`src/tvpf_pkg.sv`:
```
// Shared constants for the typed value packet framer.
package tvpf_pkg;

  localparam int AddrW      = 5;
  localparam int DataW      = 32;
  localparam int CountW     = 5;
  localparam int NumKinds   = 5;
  localparam int ResultsMax = 7;
  localparam int RemW       = 3;

  localparam logic [7:0] HeadByte = 8'hA5;
  localparam logic [7:0] TailByte = 8'h5A;

  // register indexes (byte address / 4)
  localparam logic [2:0] RegBoolCount  = 3'd0;
  localparam logic [2:0] RegByteCount  = 3'd1;
  localparam logic [2:0] RegShortCount = 3'd2;
  localparam logic [2:0] RegIntCount   = 3'd3;
  localparam logic [2:0] RegFloatCount = 3'd4;

  localparam logic [CountW-1:0] BoolCountRst  = 5'd0;
  localparam logic [CountW-1:0] ByteCountRst  = 5'd0;
  localparam logic [CountW-1:0] ShortCountRst = 5'd0;
  localparam logic [CountW-1:0] IntCountRst   = 5'd0;
  localparam logic [CountW-1:0] FloatCountRst = 5'd1;

  typedef enum logic [2:0] {
    KindBool  = 3'd0,
    KindByte  = 3'd1,
    KindShort = 3'd2,
    KindInt   = 3'd3,
    KindFloat = 3'd4
  } kind_e;

endpackage

```
`src/typed_value_packet_framer_top.sv`:
```
// Typed value packet framer: values in, framed byte stream with checksum out.
// Each accepted input transfer is turned into its run of output bytes
// (head if first, 0/1/2/4 payload bytes, checksum and tail if last: up to seven),
// which sits in a shift buffer and leaves at one byte per cycle while out_ready_i
// is high. A new value is taken while the final byte of the previous run leaves,
// so the sustained rate is set by the output port. Payload is four bytes for an
// int or float, two for a short and one for a byte; bools are packed eight to a
// byte. Each packet adds a head byte, a checksum byte and a tail byte.
// Counts above MAX_PER_KIND are clamped; with all counts zero values are
// consumed and dropped. Any register write restarts the packet.
module typed_value_packet_framer_top #(
  parameter int MAX_PER_KIND = 16
) (
  input  logic                       clk_i,
  input  logic                       rst_ni,
  input  logic                       in_valid_i,
  output logic                       in_ready_o,
  input  logic [31:0]                value_bits_i,
  output logic                       out_valid_o,
  input  logic                       out_ready_i,
  output logic [7:0]                 out_byte_o,
  output logic                       end_of_packet_o,
  output logic                       last_of_run_o,
  input  logic                       psel,
  input  logic                       penable,
  input  logic                       pwrite,
  input  logic [tvpf_pkg::AddrW-1:0] paddr,
  input  logic [tvpf_pkg::DataW-1:0] pwdata,
  output logic [tvpf_pkg::DataW-1:0] prdata,
  output logic                       pready
);
  import tvpf_pkg::*;

  localparam int MaxClamp = (MAX_PER_KIND > 31) ? 31 : MAX_PER_KIND;
  localparam int PosW     = $clog2(NumKinds * MaxClamp + 1);

  logic [CountW-1:0] cnt_q [NumKinds];
  logic [CountW-1:0] eff   [NumKinds];
  logic [PosW-1:0]   end_pos [NumKinds];
  logic [PosW-1:0]   total;

  logic [PosW-1:0] pos_q, pos_d;
  logic [7:0]      sum_q, sum_d;
  logic [7:0]      acc_q, acc_d;
  logic [2:0]      bp_q, bp_d;

  logic [7:0]      buf_q [ResultsMax];
  logic [7:0]      run   [ResultsMax];
  logic [RemW-1:0] rem_q, nb;
  logic            tail_q;

  logic            cfg_wr, in_accept, out_take, active;
  logic            restart, first, endp, bool_flush;
  logic [PosW-1:0] pos_c, pos_inc;
  logic [7:0]      sum_c, acc_c, acc_new, sum_new;
  logic [2:0]      bp_c;
  logic [2:0]      npay;
  logic [7:0]      pay [4];
  kind_e           kind;

  // configuration port
  assign pready = 1'b1;
  assign cfg_wr = psel & penable & pwrite & pready;

  always_ff @(posedge clk_i or negedge rst_ni) begin
    if (!rst_ni) begin
      cnt_q[0] <= BoolCountRst;
      cnt_q[1] <= ByteCountRst;
      cnt_q[2] <= ShortCountRst;
      cnt_q[3] <= IntCountRst;
      cnt_q[4] <= FloatCountRst;
    end else if (cfg_wr) begin
      case (paddr[AddrW-1:2])
        RegBoolCount:  cnt_q[0] <= pwdata[CountW-1:0];
        RegByteCount:  cnt_q[1] <= pwdata[CountW-1:0];
        RegShortCount: cnt_q[2] <= pwdata[CountW-1:0];
        RegIntCount:   cnt_q[3] <= pwdata[CountW-1:0];
        RegFloatCount: cnt_q[4] <= pwdata[CountW-1:0];
        default: ;
      endcase
    end
  end

  always_comb begin
    case (paddr[AddrW-1:2])
      RegBoolCount:  prdata = DataW'(cnt_q[0]);
      RegByteCount:  prdata = DataW'(cnt_q[1]);
      RegShortCount: prdata = DataW'(cnt_q[2]);
      RegIntCount:   prdata = DataW'(cnt_q[3]);
      RegFloatCount: prdata = DataW'(cnt_q[4]);
      default:       prdata = '0;
    endcase
  end

  // clamped counts and the end position of each kind's section
  always_comb begin
    for (int k = 0; k < NumKinds; k++) begin
      eff[k] = (cnt_q[k] > CountW'(MaxClamp)) ? CountW'(MaxClamp) : cnt_q[k];
    end
    end_pos[0] = PosW'(eff[0]);
    for (int k = 1; k < NumKinds; k++) begin
      end_pos[k] = end_pos[k-1] + PosW'(eff[k]);
    end
    total = end_pos[NumKinds-1];
  end

  // handshakes
  assign out_valid_o = (rem_q != '0);
  assign out_take    = out_valid_o & out_ready_i;
  assign in_ready_o  = (rem_q == '0) || ((rem_q == RemW'(1)) && out_ready_i);
  assign in_accept   = in_valid_i & in_ready_o;
  assign active      = (total != '0);

  // byte run for one value
  always_comb begin
    restart = (pos_q >= total);
    first   = (pos_q == '0) || restart;
    pos_c   = restart ? '0 : pos_q;
    sum_c   = restart ? '0 : sum_q;
    acc_c   = restart ? '0 : acc_q;
    bp_c    = restart ? '0 : bp_q;
    pos_inc = pos_c + PosW'(1);
    endp    = (pos_inc >= total);

    if (pos_c < end_pos[0])      kind = KindBool;
    else if (pos_c < end_pos[1]) kind = KindByte;
    else if (pos_c < end_pos[2]) kind = KindShort;
    else if (pos_c < end_pos[3]) kind = KindInt;
    else                         kind = KindFloat;

    acc_new    = acc_c | (8'(value_bits_i != '0) << bp_c);
    bool_flush = (bp_c == 3'd7) || (pos_inc == end_pos[0]);

    case (kind)
      KindBool:  npay = bool_flush ? 3'd1 : 3'd0;
      KindByte:  npay = 3'd1;
      KindShort: npay = 3'd2;
      KindInt:   npay = 3'd4;
      KindFloat: npay = 3'd4;
      default:   npay = 3'd0;
    endcase

    pay[0] = (kind == KindBool) ? acc_new : value_bits_i[7:0];
    pay[1] = value_bits_i[15:8];
    pay[2] = value_bits_i[23:16];
    pay[3] = value_bits_i[31:24];

    sum_new = sum_c;
    for (int j = 0; j < 4; j++) begin
      if (3'(j) < npay) sum_new = sum_new + pay[j];
    end

    for (int i = 0; i < ResultsMax; i++) run[i] = '0;
    nb = '0;
    if (first) begin
      run[nb] = HeadByte;
      nb      = nb + RemW'(1);
    end
    for (int j = 0; j < 4; j++) begin
      if (3'(j) < npay) begin
        run[nb] = pay[j];
        nb      = nb + RemW'(1);
      end
    end
    if (endp) begin
      run[nb] = sum_new;
      nb      = nb + RemW'(1);
      run[nb] = TailByte;
      nb      = nb + RemW'(1);
    end

    pos_d = endp ? '0 : pos_inc;
    sum_d = endp ? '0 : sum_new;
    acc_d = acc_c;
    bp_d  = bp_c;
    if (kind == KindBool) begin
      acc_d = bool_flush ? '0 : acc_new;
      bp_d  = bool_flush ? '0 : bp_c + 3'd1;
    end
    if (endp) begin
      acc_d = '0;
      bp_d  = '0;
    end
  end

  // packet state
  always_ff @(posedge clk_i or negedge rst_ni) begin
    if (!rst_ni) begin
      pos_q <= '0;
      sum_q <= '0;
      acc_q <= '0;
      bp_q  <= '0;
    end else if (cfg_wr) begin
      pos_q <= '0;
      sum_q <= '0;
      acc_q <= '0;
      bp_q  <= '0;
    end else if (in_accept && active) begin
      pos_q <= pos_d;
      sum_q <= sum_d;
      acc_q <= acc_d;
      bp_q  <= bp_d;
    end
  end

  // output shift buffer
  always_ff @(posedge clk_i or negedge rst_ni) begin
    if (!rst_ni) begin
      rem_q  <= '0;
      tail_q <= 1'b0;
    end else if (in_accept) begin
      rem_q  <= active ? nb : '0;
      tail_q <= active & endp;
    end else if (out_take) begin
      rem_q  <= rem_q - RemW'(1);
    end
  end

  always_ff @(posedge clk_i) begin
    if (in_accept) begin
      buf_q <= run;
    end else if (out_take) begin
      for (int i = 0; i < ResultsMax - 1; i++) buf_q[i] <= buf_q[i+1];
    end
  end

  assign out_byte_o      = buf_q[0];
  assign last_of_run_o   = (rem_q == RemW'(1));
  assign end_of_packet_o = last_of_run_o & tail_q;

  a_eop_is_tail: assert property (@(posedge clk_i) disable iff (!rst_ni)
    out_valid_o && end_of_packet_o |-> out_byte_o == TailByte)
    else $error("end of packet on a byte other than the tail");

  a_eop_ends_run: assert property (@(posedge clk_i) disable iff (!rst_ni)
    end_of_packet_o |-> last_of_run_o)
    else $error("end of packet before end of run");

  a_idle_no_output: assert property (@(posedge clk_i) disable iff (!rst_ni)
    in_accept && !active |=> !out_valid_o)
    else $error("output produced with all counts zero");

  a_bool_pos: assert property (@(posedge clk_i) disable iff (!rst_ni)
    bp_q != '0 |-> pos_q < end_pos[0])
    else $error("partial bool byte outside the bool section");

endmodule

```
`config.mk`:
```
export PLATFORM = sky130hd
export DESIGN_NAME = typed_value_packet_framer_top
export DESIGN_NICKNAME = d
export VERILOG_FILES = /design/src/tvpf_pkg.sv /design/src/typed_value_packet_framer_top.sv
export SDC_FILE = /design/constraint.sdc
export NUM_CORES = 1
export LEC_CHECK = 0
export ABC_AREA = 1
export BUFFER_PORTS_ARGS = -buffer_cell sky130_fd_sc_hd__buf_2
export CORE_UTILIZATION = 50
export DETAILED_ROUTE_END_ITERATION = 12
export PLACE_DENSITY = 0.78
export RECOVER_POWER = 25
export SYNTH_ARGS = -nofsm -noshare
export SYNTH_HDL_FRONTEND = slang
export SYNTH_SLANG_ARGS = --single-unit
```
`constraint.sdc`:
```
create_clock -name clk_i -period 28.4 [get_ports clk_i]
set_input_delay 4.26 -clock clk_i [delete_from_list [all_inputs] [get_ports clk_i]]
set_output_delay 4.26 -clock clk_i [all_outputs]
set_load 0.01 [all_outputs]
```
### Word level (Yosys, flattened, before mapping)

Cells that the tools add are included.

| word-level totals | value |
|---|---|
| register bits | 111 |
| word-level logic and storage cells | 187 |

| cells by class | value |
|---|---|
| $add $sub $neg | 17 |
| order comparisons | 27 |
| equal/unequal tests | 11 |
| shift operators | 1 |
| mux-type cells | 71 |
| bitwise gates (word level) | 16 |
| reduce and logical (&&, ||, !) cells | 26 |

Operators with widths:

| kind | number |
|---|---|
| bitwise mux 56 bit | 5 |
| 2-to-1 mux 56 bit | 5 |
| 2-to-1 mux 8 bit | 22 |
| demux 8 bit (select 3 bit) | 6 |
| 2-to-1 mux 48 bit | 2 |
| 2-to-1 mux 3 bit | 18 |
| adder 8 bit | 4 |
| nonzero test 32 bit | 1 |
| AND 28 bit | 1 |
| 2-to-1 mux 7 bit | 4 |
| inverter 28 bit | 1 |
| OR 28 bit | 1 |
| > comparator 5 bit (second input constant) | 5 |
| 2-to-1 mux 5 bit | 5 |
| case mux 5 bit (5 select lines) | 1 |
| >= comparator 4 bit (second input constant) | 6 |
| < comparator 4 x 1 -> 1 bit (second input constant) | 6 |
| inverter 3 -> 4 bit | 6 |
| adder 3 x 1 -> 3 bit (second input constant) | 7 |
| adder 7 x 5 -> 7 bit | 2 |
| >= comparator 7 bit | 2 |
| < comparator 7 bit | 2 |
| equality test 3 x 2 -> 1 bit (second input constant) | 4 |
| case mux 3 bit (4 select lines) | 1 |
| 24 further kinds | 52 |

### Longest topological paths before layout

Gate-level depths: netlist (run 1).

| logic depth | value |
|---|---|
| depth after elaboration | 34 |
| depth in mapped cells | 78 |
| depth with buffers taken out | 76 |

### Worst setup path before layout (run 1)

No wires, ideal clock.

| timing | value |
|---|---|
| path kind | reg2reg |
| from | register cnt_q[24] (netlist name) |
| to | register buf_q[47] (netlist name), data pin |
| setup time | 0.253 ns |
| arrival | 10.559 ns |
| required time | 28.147 ns |
| slack | 17.588 ns |
| stages on the path, launching flop included | 70 |
| buffers on the path | 3 |
| clock period less this slack | 10.812 ns |
| cell sequence | dfrtp_1 -> buf_2 -> nor2_1 -> ha_1 -> fa_1 -> xor2_1 -> ha_1 -> a21oi_1 -> nand2_1 -> xor2_1 -> ha_1 -> nand2_1 -> o21ai_0 -> xor2_1 -> inv_1 -> ha_1 -> a21oi_1 -> xnor3_1 -> [... 34 more ...] -> nand2_1 -> nand2_1 -> inv_1 -> ha_1 -> inv_1 -> o21bai_1 -> nand2_1 -> nand2_1 -> a21oi_1 -> or2_2 -> nand3_1 -> inv_1 -> nand2_1 -> nand2_1 -> nand2_1 -> nand3_1 -> nand3_1 -> nand2_1 |

| between the ends | value |
|---|---|
| cells in the longest elaborated chain, start to end | 34 |
| elaborated cells between the ends (all ways) | 107 |

RTL lines:

| what | line | RTL |
|---|---|---|
| start, declared | typed_value_packet_framer_top.sv:37 | `logic [CountW-1:0] cnt_q [NumKinds];` |
| > comparator 5 bit | typed_value_packet_framer_top.sv:98 | `eff[k] = (cnt_q[k] > CountW'(MaxClamp)) ? CountW'(MaxClamp) : cnt_q[k];` |
| 2-to-1 mux 5 bit * | typed_value_packet_framer_top.sv:98 |  |
| adder 5 x 5 -> 6 bit | typed_value_packet_framer_top.sv:102 | `end_pos[k] = end_pos[k-1] + PosW'(eff[k]);` |
| adder 6 x 5 -> 7 bit | typed_value_packet_framer_top.sv:102 |  |
| adder 7 x 5 -> 7 bit (2 in series) | typed_value_packet_framer_top.sv:102 |  |
| >= comparator 7 bit | typed_value_packet_framer_top.sv:116 | `restart = (pos_q >= total);` |
| 2-to-1 mux 7 bit | typed_value_packet_framer_top.sv:118 | `pos_c = restart ? '0 : pos_q;` |
| < comparator 7 bit | typed_value_packet_framer_top.sv:128 | `else if (pos_c < end_pos[3]) kind = KindInt;` |
| [... 17 more ...] | - |  |
| >= comparator 4 bit (not written as such) / < comparator 4 x 1 -> 1 bit (equally long branches) | typed_value_packet_framer_top.sv:168 | `run[nb] = TailByte;` |
| logical AND 1 bit (not written as such) | typed_value_packet_framer_top.sv:168 |  |
| 2-to-1 mux 8 bit (not written as such) | typed_value_packet_framer_top.sv:168 |  |
| demux 8 bit (select 3 bit) | typed_value_packet_framer_top.sv:168 |  |
| inverter 28 bit (no source line) | - |  |
| AND 28 bit (no source line) | - |  |
| 2-to-1 mux 56 bit * | typed_value_packet_framer_top.sv:165 | `if (endp) begin` |
| 2-to-1 mux 48 bit * | typed_value_packet_framer_top.sv:220 | `if (in_accept) begin` |
| end signal, assigned | typed_value_packet_framer_top.sv:221 | `buf_q <= run;` |
| end, declared | typed_value_packet_framer_top.sv:47 | `logic [7:0] buf_q [ResultsMax];` |

Every way passes the cells marked *; elsewhere a longest branch is shown, timed or not.
A chain may end at the register's enable or synchronous reset.

==> results.cfg, run 1 <==
[logic_synthesis]
synth.distinct_cells = 53
netlist_area_sq_um = 11600
synth_area_per_cell_sq_um = 6.63
synthArstFlopShare_pct = 49.5
synth-edff-count = 56
yosysSeqAreaShare_pct = 26.4
syn_inst = 1749
yosysWarningCount = 0
ys_ff_latch = 111
synth-main-ff-cell = edfxtp_1

[floorplanning]
fp-row-count = 55
die_h_um = 154
io_pins = 121
die_area_sq_um = 23800
die_x_um = 154
coreArea_sq_um = 22700
initial_core_util_pct = 51.1

[worst_setup_path]
required_ns = 28.58
cp_data_arrival_time_ns = 13.35
path_common_cell = nand2_1
cp_slowest_cell = inv_1
cp_slowest_stage_delay_ns = 0.65
worst_setup_path_start_kind = register
ff2ff_path_depth = 65
critPathCaptureType = register
critical_path_class = reg -> reg
cp_max_fo = 32

[drt]
drtIter0Drc = 1036
num_vias = 11801
drtPass1Iterations = 6
wl_per_cell_um = 16.8
drc = 0
via_per_inst = 5.69
drt_wl_total_um = 34800
antenna_left = 0

[timing]
timing.hold.ws_ns = 0.498
tightest_slew_ns = 3.13
layout_min_cycle_time_ns = 13.17
period_share_pct = 46.4
worst_slack_ns = 15.23
clock_skew_ns = 0.0173
slew_headroom_pct = -109
setup_viol = 0
finalMaxSlewViolations = 56
rsz0062_at_grt = false
clock.fmax_mhz = 75.9
hold_viol = 0
setup-tns-final_ns = 0

[final_layout]
fin_nets = 1958
diodes = 0
drive_above_1_share_pct = 9.17
synthToLayoutAreaGrowth_pct = 5.81
instances_no_fill = 2073

[outcome]
status = complete, but fails checks
violations = max-capacitance violations, max-slew violations

[cts]
clkSlewWorstSetupHoldPaths_ns = 0.09
clk-insertion-delay-late_ns = 0.37
cts_root_buf = clkbuf_16
postCtsSetupRepairBufs = 0
cts_hold_repair.buffers = 0
numCtsBuffers = 9
cts.path.max_buffers = 2
cts_num_sinks = 111
htreeDepth = 3
cts_tree = built
cts_resized = 0

[grt]
overflow = 0
grt_max_degree = 56
grt_util_all_layers_pct = 29.9
grt_pass1_vias = 10993
antenna_found_initial = 0
grt_pass1_wl_um = 55900

[placement]
gp_congestion = 0.976
port_buffers = 63
place_hpwl_um = 27400
placed_cells = 2057
pre_cts_slack_ns = 15.48

[power_and_ir_drop]
peakVddDrop_v = 0.000120
leakage_nw = 6.34
p_per_area_nw_per_um2 = 107
finalPower_mw = 1.31

[hold_path]
holdCritPathClass = reg -> reg
worstHoldPathCells = 2

[flow_run]
drv_cap = 1
worst max-delay path: cells and delay by family (launching register included):
family | cells | cell delay (ns)
buffers and inverters | 9 | 1.18
adders and majority gates | 12 | 3.99
and+or+nand+nor | 28 | 3.83
xor gates and xnor gates | 5 | 1.38
AOI/OAI and AO/OA | 11 | 1.99
DFF | 1 | 0.55
state kept, by name, indices dropped and copies added (netlist names):
name,flops
out_byte_o,8
sum_q,8
buf_q,48
cnt_q,25
bp_q,3
pos_q,7
tail_q,1
acc_q,8
rem_q,3
Yosys cell counts, types with 3 or more instances:
cell type / instances / area, sq um
nand2_4: 8 / 90.1
edfxtp_1: 56 / 1680
buf_2: 8 / 40.0
nand2_2: 11 / 68.8
a21oi_1: 76 / 380
o22ai_1: 25 / 156
o21bai_1: 3 / 22.5
a221oi_1: 5 / 43.8
nor3_1: 8 / 40.0
nand3b_1: 5 / 37.5
nor2_1: 107 / 402
xor2_1: 15 / 131
xnor2_1: 14 / 123
inv_2: 18 / 67.6
nor2_4: 5 / 56.3
and2_1: 3 / 18.8
o21ai_0: 117 / 586
buf_4: 39 / 293
inv_1: 253 / 950
clkbuf_1: 20 / 75.1
ha_1: 90 / 1130
nand2_1: 475 / 1780
nand4_1: 28 / 175
fa_1: 9 / 180
nand3_1: 206 / 1030
dfrtp_1: 54 / 1350
nor2_2: 8 / 50.1
or2_2: 14 / 87.6
buf_1: 3 / 11.3
o21ai_1: 13 / 65.1
o211ai_1: 18 / 135
power breakdown:
group	internal, mW	total [mW]	switching, mW
Sequential	0.225	0.245	0.0195
Combinational	0.314	0.935	0.621
Clock	0.0626	0.131	0.0685
Total	0.602	1.31	0.709
per-stage QoR:
stage / utilization (%) / instance area [sq um]
detailed placement: 52.8 / 12000
global route: 54.1 / 12300
floorplan: - / 11700
finish: 54.1 / 12300
CTS: 54.1 / 12300
global placement: 52.8 / 12000
kinds of logic (layout without fill, tap and decap cells):
logic type	Yosys count	count (layout)	share of synthesized area (%)
flip-flops	111	111	26.4
AO/OA/AOI/OAI	272	272	13.2
XOR/XNOR	30	30	2.38
AND/OR/NAND/NOR	886	886	33.9
other	2	28	0.0647
adder cells (fa/ha/maj)	99	99	11.3
buffers and inverters	349	362	12.8
path summary, 6_finish.rpt:
path,startpoint,end,slack (ns)
worst max-delay path,cnt_q[24],buf_q[7],15.23
worst min-delay path,cnt_q[8],cnt_q[8],0.50
worst max register to register,cnt_q[24],buf_q[7],15.23
worst min register to register,cnt_q[8],cnt_q[8],0.50
max in group asynchronous,rst_ni,rem_q[1],21.61
min in group asynchronous,rst_ni,acc_q[0],5.02
placed cells by master, fill, tap and decap left out, drive strengths merged, types with 5 or more instances in the layout:
| cell type | instances |
|---|---|
| nor3 | 11 |
| ha | 90 |
| a221oi | 5 |
| nand2 | 494 |
| nand3 | 208 |
| a21oi | 80 |
| fa | 9 |
| nor2 | 121 |
| clkbuf | 11 |
| edfxtp | 56 |
| conb | 28 |
| xor2 | 15 |
| nand3b | 5 |
| or2 | 14 |
| dfrtp | 54 |
| o21ai | 131 |
| xnor2 | 14 |
| clkinv | 6 |
| inv | 277 |
| o22ai | 25 |
| o211ai | 18 |
| buf | 67 |
| nand4 | 28 |
layer usage:
metal / share of wire [%] / vias up / GRT usage (%)
li1: - / 5731 / -
met1: 42 / 5444 / 38.5
met2: 45 / 535 / 49.3
met3: 8.7 / 91 / 5.83
met4: 4.0 / 0 / 12.4
met5: 0 / - / 0
area by class of cell:
class / count / area, sq um
Clock inverter: 7 / 72.6
Sequential cell: 111 / 3060
Inverter: 277 / 1050
Timing Repair Buffer: 69 / 353
Tap cell: 285 / 357
Fill cell: 2288 / 10400
Multi-Input combinational cell: 1315 / 7160
Clock buffer: 9 / 225
Power figures use the tool's default switching activity.
==> inputs of run 2 (changes only) <==
--- a/config.mk
+++ b/config.mk
@@ -9,7 +9,7 @@
 export BUFFER_PORTS_ARGS = -buffer_cell sky130_fd_sc_hd__buf_2
 export CORE_UTILIZATION = 50
 export DETAILED_ROUTE_END_ITERATION = 12
-export PLACE_DENSITY = 0.78
+export PLACE_DENSITY = 0.81
 export RECOVER_POWER = 25
 export SYNTH_ARGS = -nofsm -noshare
 export SYNTH_HDL_FRONTEND = slang
==> constraint.sdc (replaced) <==
create_clock -name clk_i -period 12.1 [get_ports clk_i]
set_input_delay 1.815 -clock clk_i [delete_from_list [all_inputs] [get_ports clk_i]]
set_output_delay 1.815 -clock clk_i [all_outputs]
set_load 0.01 [all_outputs]
==> run 2 against run 1 <==
The flow still finishes with violations (max-capacitance violations, max-slew violations). Design area increased by 1.8%. Worst hold slack improved by 0.0026 ns. Clock power increased by 140%. Critical path depth increased by 3. First-iteration DRC count increased by 6.0%. Non-clock buffer count increased by 19. Clock-buffer cell count unchanged. Maximum frequency increased by 17%. Final cell count increased by 0.92%. Power increased by 140%.
==> results.cfg, run 2 (same netlist as run 1, synthesis figures left out) <==
[floorplanning]
die_area_sq_um = 23800
coreArea_sq_um = 22700
fp-row-count = 55
initial_core_util_pct = 51.1
die_h_um = 154
die_x_um = 154
io_pins = 121

[worst_setup_path]
cp_slowest_stage_delay_ns = 0.46
path_delay_family = simple AND/OR/NAND/NOR gates
cp_slowest_cell = dfrtp_2
crit_buf_inv = 12
path_common_cell = nand2_1
critical_path_class = reg -> reg
required_ns = 12.21
cp_data_arrival_time_ns = 11.42
ff2ff_path_depth = 68
worst_setup_path_start_kind = register
rrSetupSlack_ns = 0.79
cp_max_fo = 8
rr_endpoint = buf_q[7]
r2r_start = cnt_q[24]
critPathCaptureType = register

[timing]
clock.fmax_mhz = 88.5
slew_headroom_pct = -108
rsz0062_at_grt = false
clock_skew_ns = 0.0119
period_share_pct = 93.4
timing.hold.ws_ns = 0.501
tightest_slew_ns = 3.13
setup_viol = 0
setup-tns-final_ns = 0
layout_min_cycle_time_ns = 11.31
hold_viol = 0
finalMaxSlewViolations = 56

[cts]
clkSlewWorstSetupHoldPaths_ns = 0.09
cts_tree = built
cts_root_buf = clkbuf_16
cts_num_sinks = 111
clk-insertion-delay-late_ns = 0.37
cts.path.max_buffers = 2
htreeDepth = 3
numCtsBuffers = 9

[final_layout]
layout_commonest_cell = nand2_1
reg_top3 = buf_q: 48 flops, cnt_q: 25 flops
instances_no_fill = 2092
synthToLayoutAreaGrowth_pct = 7.70
diodes = 0
largest_reg_flops = 48
fin_nets = 1977
fill_cells = 2181
drive_above_1_share_pct = 10.8
top_register = buf_q
final_cell_mix = nand2_1, inv_1, nand3_1

[drt]
drtPass1Iterations = 5
wl_per_cell_um = 16.9
antenna_left = 0
drt_wl_total_um = 35400
drc = 0
via_per_inst = 5.67
num_vias = 11856
drtIter0Drc = 1098

[power_and_ir_drop]
peakVddDrop_v = 0.000219
p_per_area_nw_per_um2 = 254
finalPower_mw = 3.17
leakage_nw = 6.45

[outcome]
status = complete, but fails checks
violations = max-capacitance violations, max-slew violations

[grt]
antenna_found_initial = 0
grt_pass1_wl_um = 56000
grt_util_all_layers_pct = 30.0
grt_max_degree = 56
overflow = 0
grt_pass1_vias = 11152

[hold_path]
holdCritPathClass = reg -> reg
whs_endpoint = cnt_q[5]
min_from = cnt_q[5]
worstHoldPathCells = 2

[placement]
place_hpwl_um = 27800
port_buffers = 63
gp_congestion = 0.990
placed_cells = 2075

[flow_run]
drv_cap = 1
## run 2: cell count changes in the layout (fill, tap and decap cells not counted), sizes merged
cell      delta
clkinvlp     +1
clkinv       +1
inv          -2
buf         +19
## run 2: layout make-up
class	count	area [sq um]	area share [%]
tap	285	357	2.85
inverter	277	1050	8.41
clock inverter	7	75.1	0.601
multi-input combinational	1315	7220	57.8
timing repair buffer	88	508	4.07
sequential	111	3060	24.5
clock buffer	9	225	1.80
## run 2: worst max path at each step
stage,endpoint,slack (ns),cells after the start,startpoint
after floorplan,buf_q[47],1.29,69,cnt_q[24]
after global placement,buf_q[7],0.57,67,cnt_q[24]
after detailed placement,buf_q[7],0.28,67,cnt_q[24]
after CTS,buf_q[7],0.22,67,cnt_q[24]
after global routing,out_byte_o[7],0.02,68,cnt_q[20]
final,buf_q[7],0.79,68,cnt_q[24]
## run 2: through the flow
stage / worst slack (ns) / area (sq um) / utilization (%)
after global placement: 0.570 / 12100 / 53.4
after global routing: 0.0209 / 12500 / 55.0
after detailed placement: 0.284 / 12100 / 53.4
final: 0.795 / 12500 / 55.0
after CTS: 0.222 / 12400 / 54.8
after floorplan: 1.29 / 11700 / -
## run 2: power breakdown
part | internal [mW] | switching (mW) | total (mW)
Clock | 0.147 | 0.165 | 0.311
Sequential | 0.529 | 0.0450 | 0.574
Combinational | 0.797 | 1.49 | 2.29
Total | 1.47 | 1.70 | 3.17
## run 2: timing repair
action / 4_1_cts / 5_1_grt
hold buffers: 0 / 0
endpoints found under the setup margin: 0 / 29
endpoints found under the hold margin: 0 / 0
gates resized for setup: 0 / 20
buffers inserted: 0 / 1
## run 2: metal layers
| metal | GRT usage (%) | wire [um] |
|---|---|---|
| met5 | 0 | 0 |
| met3 | 4.06 | 3060 |
| met1 | 40.2 | 14900 |
| met4 | 11.8 | 1190 |
| met2 | 49.1 | 16300 |
## run 2: worst register-to-register path, delay by kind of cell (launching register included)
| family | cells | cell delay, ns |
|---|---|---|
| fa+ha+maj | 11 | 3.51 |
| buf+inv | 12 | 1.00 |
| compound gates | 11 | 1.47 |
| flops | 1 | 0.46 |
| xor+xnor | 2 | 0.55 |
| simple gates | 32 | 4.06 |
